`src/rtl/tcpop_pkg.sv`:
```
`default_nettype none
// ----------------------------------------------------------------------------
// tcpop_pkg
// Shared types and constants for the tcp option area parser.
// ----------------------------------------------------------------------------
package tcpop_pkg;

  localparam logic [7:0]  KIND_END       = 8'd0;
  localparam logic [7:0]  KIND_NOP       = 8'd1;
  localparam logic [7:0]  KIND_MSS       = 8'd2;
  localparam logic [7:0]  KIND_WSCALE    = 8'd3;
  localparam logic [7:0]  KIND_SACK_OK   = 8'd4;

  localparam logic [7:0]  LEN_MSS        = 8'd4;
  localparam logic [7:0]  LEN_WSCALE     = 8'd3;
  localparam logic [7:0]  LEN_SACK       = 8'd2;
  localparam logic [7:0]  LEN_MIN        = 8'd2;

  localparam logic [15:0] MSS_RESET      = 16'd1452;

  typedef struct packed {
    logic [7:0] option_byte;
    logic       has_byte;
    logic       last_byte;
  } opt_item_t;

  typedef struct packed {
    logic        parse_ok;
    logic [15:0] max_segment_size;
    logic [7:0]  window_scale;
    logic        sack_permitted;
  } opt_result_t;

endpackage
`default_nettype wire

```
`src/rtl/tcpop_core.sv`:
```
`default_nettype none
// ----------------------------------------------------------------------------
// tcpop_core
// Per-byte option parser: kind/length/data tracking and result build.
// ----------------------------------------------------------------------------
module tcpop_core import tcpop_pkg::*; (
  input  wire logic        clk,
  input  wire logic        rst,
  input  wire logic        stage_valid,
  input  wire opt_item_t   stage_item,
  input  wire logic        out_free,
  input  wire logic [15:0] default_mss,
  output logic             advance,
  output logic             emit,
  output opt_result_t      result
);

  typedef enum logic [1:0] {PH_KIND, PH_LEN, PH_DATA, PH_SKIP} phase_t;

  phase_t      phase;
  logic [7:0]  kind;
  logic [7:0]  left;
  logic [7:0]  len;
  logic [15:0] acc;
  logic [15:0] mss_value;
  logic        mss_found;
  logic [7:0]  scale;
  logic        sack;
  logic        err;

  phase_t      phase_next;
  logic [7:0]  kind_next;
  logic [7:0]  left_next;
  logic [7:0]  len_next;
  logic [15:0] acc_next;
  logic [15:0] mss_value_next;
  logic        mss_found_next;
  logic [7:0]  scale_next;
  logic        sack_next;
  logic        err_next;

  logic        fin;
  logic [7:0]  fin_len;
  logic [15:0] fin_acc;
  logic [7:0]  b;
  logic        err_res;

  assign b = stage_item.option_byte;

  always_comb begin
    phase_next     = phase;
    kind_next      = kind;
    left_next      = left;
    len_next       = len;
    acc_next       = acc;
    mss_value_next = mss_value;
    mss_found_next = mss_found;
    scale_next     = scale;
    sack_next      = sack;
    err_next       = err;
    fin            = 1'b0;
    fin_len        = len;
    fin_acc        = acc;
    if (stage_item.has_byte) begin
      unique case (phase)
        PH_KIND: begin
          if (b == KIND_END) begin
            phase_next = PH_SKIP;
          end else if (b != KIND_NOP) begin
            kind_next  = b;
            phase_next = PH_LEN;
          end
        end
        PH_LEN: begin
          if (b < LEN_MIN) begin
            err_next   = 1'b1;
            phase_next = PH_SKIP;
          end else begin
            len_next  = b;
            left_next = b - LEN_MIN;
            acc_next  = '0;
            fin_len   = b;
            fin_acc   = '0;
            if (b == LEN_MIN) begin
              fin = 1'b1;
            end else begin
              phase_next = PH_DATA;
            end
          end
        end
        PH_DATA: begin
          acc_next  = {acc[7:0], b};
          left_next = left - 8'd1;
          fin_acc   = {acc[7:0], b};
          fin       = (left == 8'd1);
        end
        PH_SKIP: begin
        end
      endcase
    end
    // known kinds count only at their exact length
    if (fin) begin
      if (kind == KIND_MSS && fin_len == LEN_MSS) begin
        mss_value_next = fin_acc;
        mss_found_next = 1'b1;
      end else if (kind == KIND_WSCALE && fin_len == LEN_WSCALE) begin
        scale_next = fin_acc[7:0];
      end else if (kind == KIND_SACK_OK && fin_len == LEN_SACK) begin
        sack_next = 1'b1;
      end
      phase_next = PH_KIND;
    end
  end

  // area ending mid-option is an overrun
  assign err_res = err_next || phase_next == PH_LEN || phase_next == PH_DATA;
  assign emit    = !stage_item.has_byte || stage_item.last_byte;
  assign advance = stage_valid && (!emit || out_free);

  always_comb begin
    result.parse_ok = !err_res;
    if (err_res) begin
      result.max_segment_size = default_mss;
      result.window_scale     = '0;
      result.sack_permitted   = 1'b0;
    end else begin
      result.max_segment_size = mss_found_next ? mss_value_next : default_mss;
      result.window_scale     = scale_next;
      result.sack_permitted   = sack_next;
    end
  end

  always_ff @(posedge clk) begin
    if (rst || (advance && emit)) begin
      phase     <= PH_KIND;
      kind      <= '0;
      left      <= '0;
      len       <= '0;
      acc       <= '0;
      mss_value <= MSS_RESET;
      mss_found <= 1'b0;
      scale     <= '0;
      sack      <= 1'b0;
      err       <= 1'b0;
    end else if (advance) begin
      phase     <= phase_next;
      kind      <= kind_next;
      left      <= left_next;
      len       <= len_next;
      acc       <= acc_next;
      mss_value <= mss_value_next;
      mss_found <= mss_found_next;
      scale     <= scale_next;
      sack      <= sack_next;
      err       <= err_next;
    end
  end

  a_clear_after_result: assert property (@(posedge clk) disable iff (rst)
    advance && emit |=> phase == PH_KIND && !err && !mss_found && !sack)
    else $error("parser state not cleared after result");

  a_result_has_room: assert property (@(posedge clk) disable iff (rst)
    advance && emit |-> out_free)
    else $error("result produced with no room in result register");

  a_error_fields: assert property (@(posedge clk) disable iff (rst)
    emit && !result.parse_ok |->
      result.max_segment_size == default_mss && result.window_scale == 8'd0 &&
      !result.sack_permitted)
    else $error("error result carries parsed values");

endmodule
`default_nettype wire

```
`src/rtl/tcpop_out_reg.sv`:
```
`default_nettype none
// ----------------------------------------------------------------------------
// tcpop_out_reg
// Result register with valid/stall handshake toward the consumer.
// ----------------------------------------------------------------------------
module tcpop_out_reg import tcpop_pkg::*; (
  input  wire logic        clk,
  input  wire logic        rst,
  input  wire logic        load,
  input  wire opt_result_t load_data,
  output logic             free,
  output logic             result_valid,
  input  wire logic        result_stall,
  output opt_result_t      result
);

  assign free = !result_valid || !result_stall;

  always_ff @(posedge clk) begin
    if (rst) begin
      result_valid <= 1'b0;
    end else if (load) begin
      result_valid <= 1'b1;
    end else if (!result_stall) begin
      result_valid <= 1'b0;
    end
    if (load) begin
      result <= load_data;
    end
  end

  a_drain: assert property (@(posedge clk) disable iff (rst)
    result_valid && !result_stall && !load |=> !result_valid)
    else $error("result repeated after transfer");

endmodule
`default_nettype wire

```
`src/rtl/tcp_option_parser_top.sv`:
```
`default_nettype none
// ----------------------------------------------------------------------------
// tcp_option_parser_top
// TCP header option parser: MSS, window scale and SACK-permitted extraction.
// ----------------------------------------------------------------------------
// Takes one option byte per clock while item_stall is low. A byte transfer
// lands in an input stage register and is parsed from there; a result (on a
// last byte or an empty item) is then loaded into the result register, which
// raises result_valid, and the result transfers while result_stall is low.
// Sustained rate is one item per cycle, set by the combinational parse step
// between the input stage and the result register; only a stalled, full
// result register holds the input back. cfg_ready is always high; default_mss
// resets to 1452 and should be written only while the parser is idle.
module tcp_option_parser_top import tcpop_pkg::*; (
  input  wire logic        clk,
  input  wire logic        rst,
  input  wire logic        item_valid,
  output logic             item_stall,
  input  wire opt_item_t   item,
  output logic             result_valid,
  input  wire logic        result_stall,
  output opt_result_t      result,
  input  wire logic        cfg_valid,
  output logic             cfg_ready,
  input  wire logic [15:0] cfg_data
);

  logic        stage_valid;
  opt_item_t   stage_item;
  logic        advance;
  logic        emit;
  logic        out_free;
  opt_result_t core_result;
  logic [15:0] default_mss;

  assign cfg_ready  = 1'b1;
  assign item_stall = stage_valid && !advance;

  always_ff @(posedge clk) begin
    if (rst) begin
      default_mss <= MSS_RESET;
    end else if (cfg_valid && cfg_ready) begin
      default_mss <= cfg_data;
    end
  end

  always_ff @(posedge clk) begin
    if (rst) begin
      stage_valid <= 1'b0;
    end else if (item_valid && !item_stall) begin
      stage_valid <= 1'b1;
    end else if (advance) begin
      stage_valid <= 1'b0;
    end
    if (item_valid && !item_stall) begin
      stage_item <= item;
    end
  end

  tcpop_core u_core (
    .clk         (clk),
    .rst         (rst),
    .stage_valid (stage_valid),
    .stage_item  (stage_item),
    .out_free    (out_free),
    .default_mss (default_mss),
    .advance     (advance),
    .emit        (emit),
    .result      (core_result)
  );

  tcpop_out_reg u_out_reg (
    .clk          (clk),
    .rst          (rst),
    .load         (advance && emit),
    .load_data    (core_result),
    .free         (out_free),
    .result_valid (result_valid),
    .result_stall (result_stall),
    .result       (result)
  );

endmodule
`default_nettype wire

```
`config.mk`:
```
export PLATFORM = sky130hd
export DESIGN_NAME = tcp_option_parser_top
export DESIGN_NICKNAME = d
export VERILOG_FILES = /design/src/rtl/tcpop_pkg.sv /design/src/rtl/tcpop_core.sv /design/src/rtl/tcpop_out_reg.sv /design/src/rtl/tcp_option_parser_top.sv
export SDC_FILE = /design/constraint.sdc
export NUM_CORES = 1
export LEC_CHECK = 0
export BUFFER_PORTS_ARGS = -buffer_cell sky130_fd_sc_hd__buf_2
export CORE_MARGIN = 4
export CORE_UTILIZATION = 55
export DETAILED_ROUTE_END_ITERATION = 10
export HOLD_SLACK_MARGIN = 0.08
export MAX_ROUTING_LAYER = met4
export PLACE_DENSITY = 0.75
export SLEW_MARGIN = 20
export SYNTH_ARGS = -nofsm -noshare
export SYNTH_HDL_FRONTEND = slang
export SYNTH_HIERARCHICAL = 1
export SYNTH_SLANG_ARGS = --single-unit
```
`constraint.sdc`:
```
create_clock -name clk -period 4.8 [get_ports clk]
set_input_delay 0.72 -clock clk [delete_from_list [all_inputs] [get_ports clk]]
set_output_delay 0.72 -clock clk [all_outputs]
set_load 0.02 [all_outputs]
```
# Yosys cells after proc, flatten, opt, wreduce, memory -nomap -nowiden
# Index checks and enable logic that the tools add are counted.
[op_classes]
eq_ne = 15
bitwise = 1
muxes = 39
reduce_logical = 26
n_lt_le_gt_ge = 1
add_sub_neg = 2
[op_table]
columns = ["op", "count"]
rows = [
  ["16-bit 2-to-1 mux", 5],
  ["8-bit 2-to-1 mux", 7],
  ["8-bit by 2-bit equality test with 1-bit output (second input constant)", 5],
  ["16-bit case mux with 2 select lines", 1],
  ["25-bit 2-to-1 mux", 1],
  ["8-bit by 3-bit equality test with 1-bit output (second input constant)", 2],
  ["1-bit 2-to-1 mux", 16],
  ["8-bit case mux with 2 select lines", 1],
  ["2-bit 2-to-1 mux", 6],
  ["8-bit by 1-bit equality test with 1-bit output (second input constant)", 1],
  ["8-bit zero test", 1],
  ["8-bit by 2-bit less-than comparator with 1-bit output (second input constant)", 1],
  ["8-bit by 1-bit inequality test with 1-bit output (second input constant)", 1],
  ["8-bit by 1-bit subtractor with 8-bit output (second input constant)", 1],
  ["8-bit by 2-bit subtractor with 8-bit output (second input constant)", 1],
  ["1-bit logical AND", 7],
  ["1-bit zero test", 7],
  ["1-bit logical OR", 6],
  ["5-bit AND reduction", 1],
  ["2-bit by 1-bit equality test with 1-bit output (second input constant)", 2],
  ["2-bit equality test (second input constant)", 2],
  ["2-bit case mux with 2 select lines", 1],
  ["4-bit AND reduction", 1],
  ["2-bit nonzero test", 2],
  ["5 further kinds", 5],
]
[word_totals]
output_inout_bits = 29
ff_bits = 123
word_cells = 104

# Logic depth before layout (Yosys ltp)
# Gate-level depths: netlist of run 1.
[depth]
ltp_word = 11
mapped_depth = 11

# By module
# The synthesis of run 1 kept the hierarchy.
[modules_own_cells]
columns = ["module", "n_inst", "cells_per_inst", "area_each_um2"]
rows = [
  ["tcpop_core", 1, 498, 4047.6],
  ["tcp_option_parser_top", 1, 69, 960.9],
  ["tcpop_out_reg", 1, 30, 813.3],
]

# Worst setup path after synthesis of run 1
# OpenSTA, ideal clock, no wires.
[synth_timing]
kind = "reg-to-reg"
start = "register, netlist name stage_item[4]"
end = "register, netlist name u_out_reg/result[10]"
arrival_time_ns = 2.547
path_slack_ns = 1.992
setup_time_ns = 0.261
stages_incl_launch_ff = 7
path_buffers = 0
synth_period_minus_slack_ns = 2.808
required_time_ns = 4.539
cell_sequence = "edfxtp_1 -> or4_4 -> or4_4 -> a22oi_4 -> and4_4 -> o221ai_2 -> a221o_1"

==> results of run 1 <==
where the power goes:
group          switching [W]  internal (W)
registers          0.0000335       0.00112
clock network       0.000467      0.000810
logic               0.000150     0.0000787
total               0.000650       0.00200
path summary, 6_finish.rpt:
kind / start / endpoint / slack, ns
setup / recovery: u_core/phase[0] / u_out_reg/result[17] / 1.12
hold / removal: item[4] / stage_item[4] / 0.38
setup reg to reg: u_core/phase[0] / u_out_reg/result[17] / 1.12
hold reg to reg: u_core/left[5] / u_core/left[5] / 0.46
per-stage QoR:
| stage | power [W] | hold WS (ns) |
|---|---|---|
| after floorplan | 0.00133 | 0.432 |
| after global placement | 0.00139 | 0.450 |
| after detailed placement | 0.00139 | 0.449 |
| after CTS | 0.00267 | 0.359 |
| after global routing | 0.00276 | 0.351 |
| final | 0.00265 | 0.378 |
cell type report:
class                   instances  area (um2)
clock inverters                12         159
repair buffers                 64         335
fillers                       813        3630
multi-input cells             400        2680
clock buffers                  20         435
well taps                     136         170
inverters                      22        82.6
flip-flops and latches        123        2820
worst max-delay path: stages (launching register included):
cell,delay [ns]
dfxtp_1,0.35
inv_1,0.13
ha_1,0.52
and3_1,0.64
nand4_1,0.29
a22oi_4,0.34
nand4_2,0.10
buf_4,0.26
a221oi_2,0.58
o221ai_1,0.19
per-layer routing:
metal | share of wire [%] | vias to the layer above
met2 | 48 | 211
met5 | 0 | -
met4 | 1.9 | 0
met3 | 7.2 | 27
met1 | 43 | 2290
li1 | - | 2316
kinds of logic (layout without fill, tap and decap cells):
logic type      count (synthesis)  count (layout)  synth area share (%)
mux                            19              19                  3.27
other cells                     1               1                0.0644
flops                         123             123                  48.5
simple gates                  172             172                  15.4
fa+ha+maj                       6               6                  1.29
compound gates                196             196                  25.0
buf+inv                        74             118                  5.48
xor+xnor                        6               6                  1.03
cell usage in the layout (no fill, tap or decap), types with 14 or more instances in the layout:
cell,instances
a211oi_1,23
edfxtp_1,36
or3_1,22
o21ai_0,31
nand2_1,24
inv_1,21
mux2i_1,19
buf_2,58
a22oi_1,27
a21oi_1,30
a211o_1,14
o311ai_0,14
dfxtp_1,87
nor2_1,66
clkbuf_16,16
flip-flops by register name (all words and copies together), names as in the netlist:
signal / flops
default_mss: 16
stage_item: 10
stage_valid: 1
u_core/acc: 16
u_core/err: 1
u_core/kind: 8
u_core/left: 8
u_core/len: 8
u_core/mss_found: 1
u_core/mss_value: 16
u_core/phase: 2
u_core/sack: 1
u_core/scale: 8
u_out_reg/result: 26
u_out_reg/result_valid: 1
==> results.py, run 1 <==
metrics = {
    "place": {
        "place_hpwl_um": 8880,
        "dpl_cell_area_um2": 6090,
        "placed_cells": 745,
        "pre_cts_slack_ns": 1.18,
        "gp_congestion": 0.899,
        "portBuffers": 58,
    },
    "clock_network": {
        "htreeDepth": 4,
        "cts_buffers": 17,
        "cts_resized": 0,
        "clk_pin_slew_ns": 0.06,
        "cts_hold_buf": 0,
        "clk_latency_ns": 0.52,
        "cts-root-buf": "clkbuf_8",
        "post-cts-setup-buffers": 0,
        "cts_tree": "done",
        "numClockSinks": 123,
        "ctsLongestPathBuffers": 2,
    },
    "worst_setup_path": {
        "reg2reg_depth": 9,
        "crit_arrival_ns": 3.91,
        "required_ns": 5.04,
        "end_kind": "register",
        "crit_fanout": 41,
        "critPathLaunchType": "register",
        "critPathKind": "reg2reg",
    },
    "logic_synthesis": {
        "syn_area_um2": 5820,
        "async_flop_share_pct": 0,
        "ys_ff_latch": 123,
        "synth-edff-count": 36,
        "synth_area_per_cell_um2": 9.75,
        "synth_top_area_share_pct": 29.9,
        "synth_warnings": 6,
        "yosysSeqAreaShare_pct": 48.5,
        "yosysMostFrequentCell": "dfxtp_1",
        "synth_ff_type": "dfxtp_1",
        "ys_types": 69,
        "synth_cells": 597,
        "synth_area_leaders": "dfxtp_1 (30%), edfxtp_1 (19%), nor2_1 (4.3%), a22oi_1 (3.5%), mux2i_1 (3.3%)",
        "yosysTopAreaCell": "dfxtp_1",
        "syn-num-nets": 634,
        "yosys-top-cells-count": "dfxtp_1 (87), nor2_1 (66), edfxtp_1 (36)",
    },
    "finish": {
        "drive_above_1_share_pct": 18.3,
        "fin_util_pct": 64.8,
        "final_cell_area_um2": 6690,
        "final_nets": 665,
        "num_antenna_cells": 0,
        "stdcell_count": 777,
        "area_delta_synth_final_pct": 14.9,
    },
    "run": {
        "cap_violations": 0,
    },
    "sta": {
        "hold_violations": 0,
        "min_period_over_period_pct": 76.6,
        "setup_viol": 0,
        "final.setup.tns_ns": 0,
        "slew_viol_final": 0,
        "relSlewSlack_pct": 36.9,
        "fin_ws_ns": 1.12,
        "fmax_ghz": 0.272,
        "rsz0062_at_grt": "false",
        "worst_slew_pin_slew_ns": 0.947,
        "post-route-min-period_ns": 3.68,
        "finClkSkew_ns": 0.0108,
    },
    "drt": {
        "via_count": 4844,
        "drtPass1Iterations": 5,
        "ant_nets": 0,
        "wirelength_um": 13500,
        "drc": 0,
        "routedWlPerCell_um": 17.3,
        "viasPerCell": 6.23,
        "drtIter0Drc": 425,
    },
    "die": {
        "die_w_um": 111,
        "rows": 37,
        "io_pins": 60,
        "core_um2": 10300,
        "start_util_pct": 56.4,
        "die_h_um": 111,
        "die_area_um2": 12300,
    },
    "global_route": {
        "grt_pass1_vias": 4530,
        "gr-usage-all-layers_pct": 22.6,
        "grt_pass1_wl_um": 22200,
        "grt_antenna_before_repair": 0,
        "grtUsageMet2_pct": 34.0,
        "grt_max_degree": 64,
        "gr-total-overflow": 0,
        "use_met3_pct": 5.40,
        "gr-usage-met1_pct": 29.4,
        "top_usage_layer": "met2",
    },
    "worst_hold_path": {
        "worstHoldPathCells": 1,
        "min_path_type": "in2reg",
    },
    "pwr": {
        "leakagePower_nw": 2.46,
        "peakVddDrop_mv": 0.276,
        "p_per_area_nw_per_um2": 397,
    },
    "outcome": {
        "run_status": "completed",
    },
}
Power figures use the tool's default switching activity.
==> inputs of run 2 (changes only) <==
- CORE_UTILIZATION: 55 -> 53
- PLACE_DENSITY: 0.75 -> 0.76
- clock period: 4.8 -> 3 ns (I/O delays scaled with it)
==> run 2 against run 1 <==
Net effect:
- clock skew about the same
- via count increased by 2.8%
- maximum frequency increased by 28%
- clock-buffer cell count increased by 2
- power increased by 66%
- die area increased by 3.5%
- clock power increased by 68%
- wire length increased by 7.2%
- sequential share of layout area decreased by 2.3 points
- highest routed layer unchanged
==> results.py, run 2 (synthesized netlist as in run 1, its figures left out) <==
metrics = {
    "worst_setup_path": {
        "required_ns": 3.27,
        "crit_chain": "or4_4 > or4_4 > a22oi_4 > and4_4 > buf_4 > a2111oi_4 > a221o_1",
        "critPathKind": "reg2reg",
        "r2r_start": "stage_item[4]",
        "r2r_end": "u_out_reg/result[9]",
        "cp_common_cell": "or4_4",
        "rrSetupSlack_ns": 0.13,
        "end_kind": "register",
        "cpMaxStageDelayCell": "or4_4",
        "critPathLaunchType": "register",
        "reg2reg_depth": 7,
        "cpPeakStageDelay_ns": 0.56,
        "crit_fanout": 11,
        "crit_arrival_ns": 3.14,
    },
    "drt": {
        "wirelength_um": 14400,
        "via_count": 4978,
        "routedWlPerCell_um": 17.5,
        "ant_nets": 0,
        "viasPerCell": 6.04,
        "drc": 0,
        "drtIter0Drc": 294,
        "drtPass1Iterations": 5,
    },
    "sta": {
        "final.setup.tns_ns": 0,
        "min_period_over_period_pct": 95.7,
        "fmax_ghz": 0.348,
        "finClkSkew_ns": 0.0109,
        "setup_viol": 0,
        "post-route-min-period_ns": 2.87,
        "whs_ns": 0.108,
        "fin_ws_ns": 0.128,
        "relSlewSlack_pct": 55.4,
        "hold_violations": 0,
        "slew_viol_final": 0,
        "rsz0062_at_grt": "false",
        "worst_slew_pin_slew_ns": 0.669,
    },
    "run": {
        "cap_violations": 0,
    },
    "global_route": {
        "grt_pass1_wl_um": 23900,
        "gr-usage-all-layers_pct": 24.2,
        "grt_antenna_before_repair": 0,
        "gr-total-overflow": 0,
        "grt_pass1_vias": 4789,
        "grt_max_degree": 64,
    },
    "die": {
        "start_util_pct": 53.9,
        "die_w_um": 113,
        "rows": 38,
        "core_um2": 10800,
        "io_pins": 60,
        "die_area_um2": 12700,
        "die_h_um": 113,
    },
    "finish": {
        "regMostFlops": "u_out_reg/result",
        "largest_register_ffs": 26,
        "final_common_cell": "dfxtp_1",
        "area_delta_synth_final_pct": 21.6,
        "num_antenna_cells": 0,
        "final_cell_mix": "dfxtp_1 (87), nor2_1 (66), buf_2 (58), buf_4 (42), edfxtp_1 (36)",
        "drive_above_1_share_pct": 22.7,
        "stdcell_count": 824,
        "final_nets": 708,
    },
    "clock_network": {
        "cts_buffers": 17,
        "cts_tree": "done",
        "ctsLongestPathBuffers": 2,
        "cts_resized": 0,
        "post-cts-setup-buffers": 0,
        "numClockSinks": 123,
        "cts-root-buf": "clkbuf_8",
        "htreeDepth": 4,
        "clk_latency_ns": 0.53,
        "clk_pin_slew_ns": 0.06,
    },
    "pwr": {
        "p_per_area_nw_per_um2": 621,
        "leakagePower_nw": 2.69,
        "peakVddDrop_mv": 0.609,
    },
    "worst_hold_path": {
        "holdPathEnd": "stage_item[3]",
        "worstHoldPathCells": 1,
        "min_path_type": "in2reg",
        "hp-start": "item[3]",
    },
    "place": {
        "placed_cells": 785,
        "place_hpwl_um": 9980,
        "portBuffers": 58,
        "pre_cts_slack_ns": 0.142,
        "gp_congestion": 0.923,
    },
    "outcome": {
        "run_status": "completed",
    },
}
[run 2: cell count changes in the layout (fill, tap and decap cells not counted)]
cell,before,now
buf_4,6,42
clkbuf_1,2,1
clkbuf_16,16,19
clkinv_1,1,0
clkinv_2,0,5
clkinvlp_4,2,0
dlygate4sd3_1,0,7
inv_6,4,0
[run 2: how the worst max path moves through the flow]
stage / from / end / slack (ns) / cells after the start
3_3_place_gp: stage_item[4] / u_out_reg/result[13] / 0.16 / 7
5_1_grt: stage_item[7] / u_out_reg/result[9] / 0.04 / 6
3_5_place_dp: stage_item[4] / u_out_reg/result[14] / 0.14 / 7
4_1_cts: stage_item[5] / u_out_reg/result[9] / 0.13 / 7
6_report: stage_item[4] / u_out_reg/result[9] / 0.13 / 7
2_1_floorplan: stage_item[4] / u_out_reg/result[10] / 0.19 / 6
[run 2: layout make-up]
cell class / instances / area [um2]
fillers: 857 / 3720
flip-flops and latches: 123 / 2820
multi-input cells: 400 / 2680
repair buffers: 107 / 676
clock buffers: 22 / 507
well taps: 140 / 175
clock inverters: 10 / 130
inverters: 22 / 82.6
[run 2: stage by stage]
step / util, % / power, W / cell area [um2]
finish: 65.6 / 0.00439 / 7080
global route: 65.6 / 0.00455 / 7080
CTS: 65.4 / 0.00442 / 7060
detailed placement: 59.0 / 0.00227 / 6370
global placement: 59.0 / 0.00225 / 6370
floorplan: - / 0.00212 / 5820
[run 2: timing repair]
| item | CTS | global route |
|---|---|---|
| setup endpoints to repair | 0 | 2 |
| hold buffers | 5 | 2 |
| endpoints found under the hold margin | 5 | 2 |
[run 2: worst max-delay path: cells and delay by family, from the launching register on]
family | cells | cell delay (ns)
AND/OR/NAND/NOR | 3 | 1.36
AO/OA/AOI/OAI | 3 | 0.67
flip-flops | 1 | 0.39
buffers and inverters | 1 | 0.20
[run 2: per-layer routing]
layer  vias to the layer above  share of wire, %  track usage (%)
met4                         0               1.5             8.01
li1                       2412                 -                -
met2                       153                49             38.2
met1                      2394                45             30.2
met5                         -                 0                -
met3                        19               5.0             6.42
[run 2: power by group]
group          leakage, nW  internal (W)  total [W]  switching, W
clock network        0.320       0.00143    0.00215      0.000720
registers             1.04       0.00178    0.00182     0.0000378
logic                 1.33      0.000158   0.000422      0.000264
total                 2.69       0.00337    0.00439       0.00102
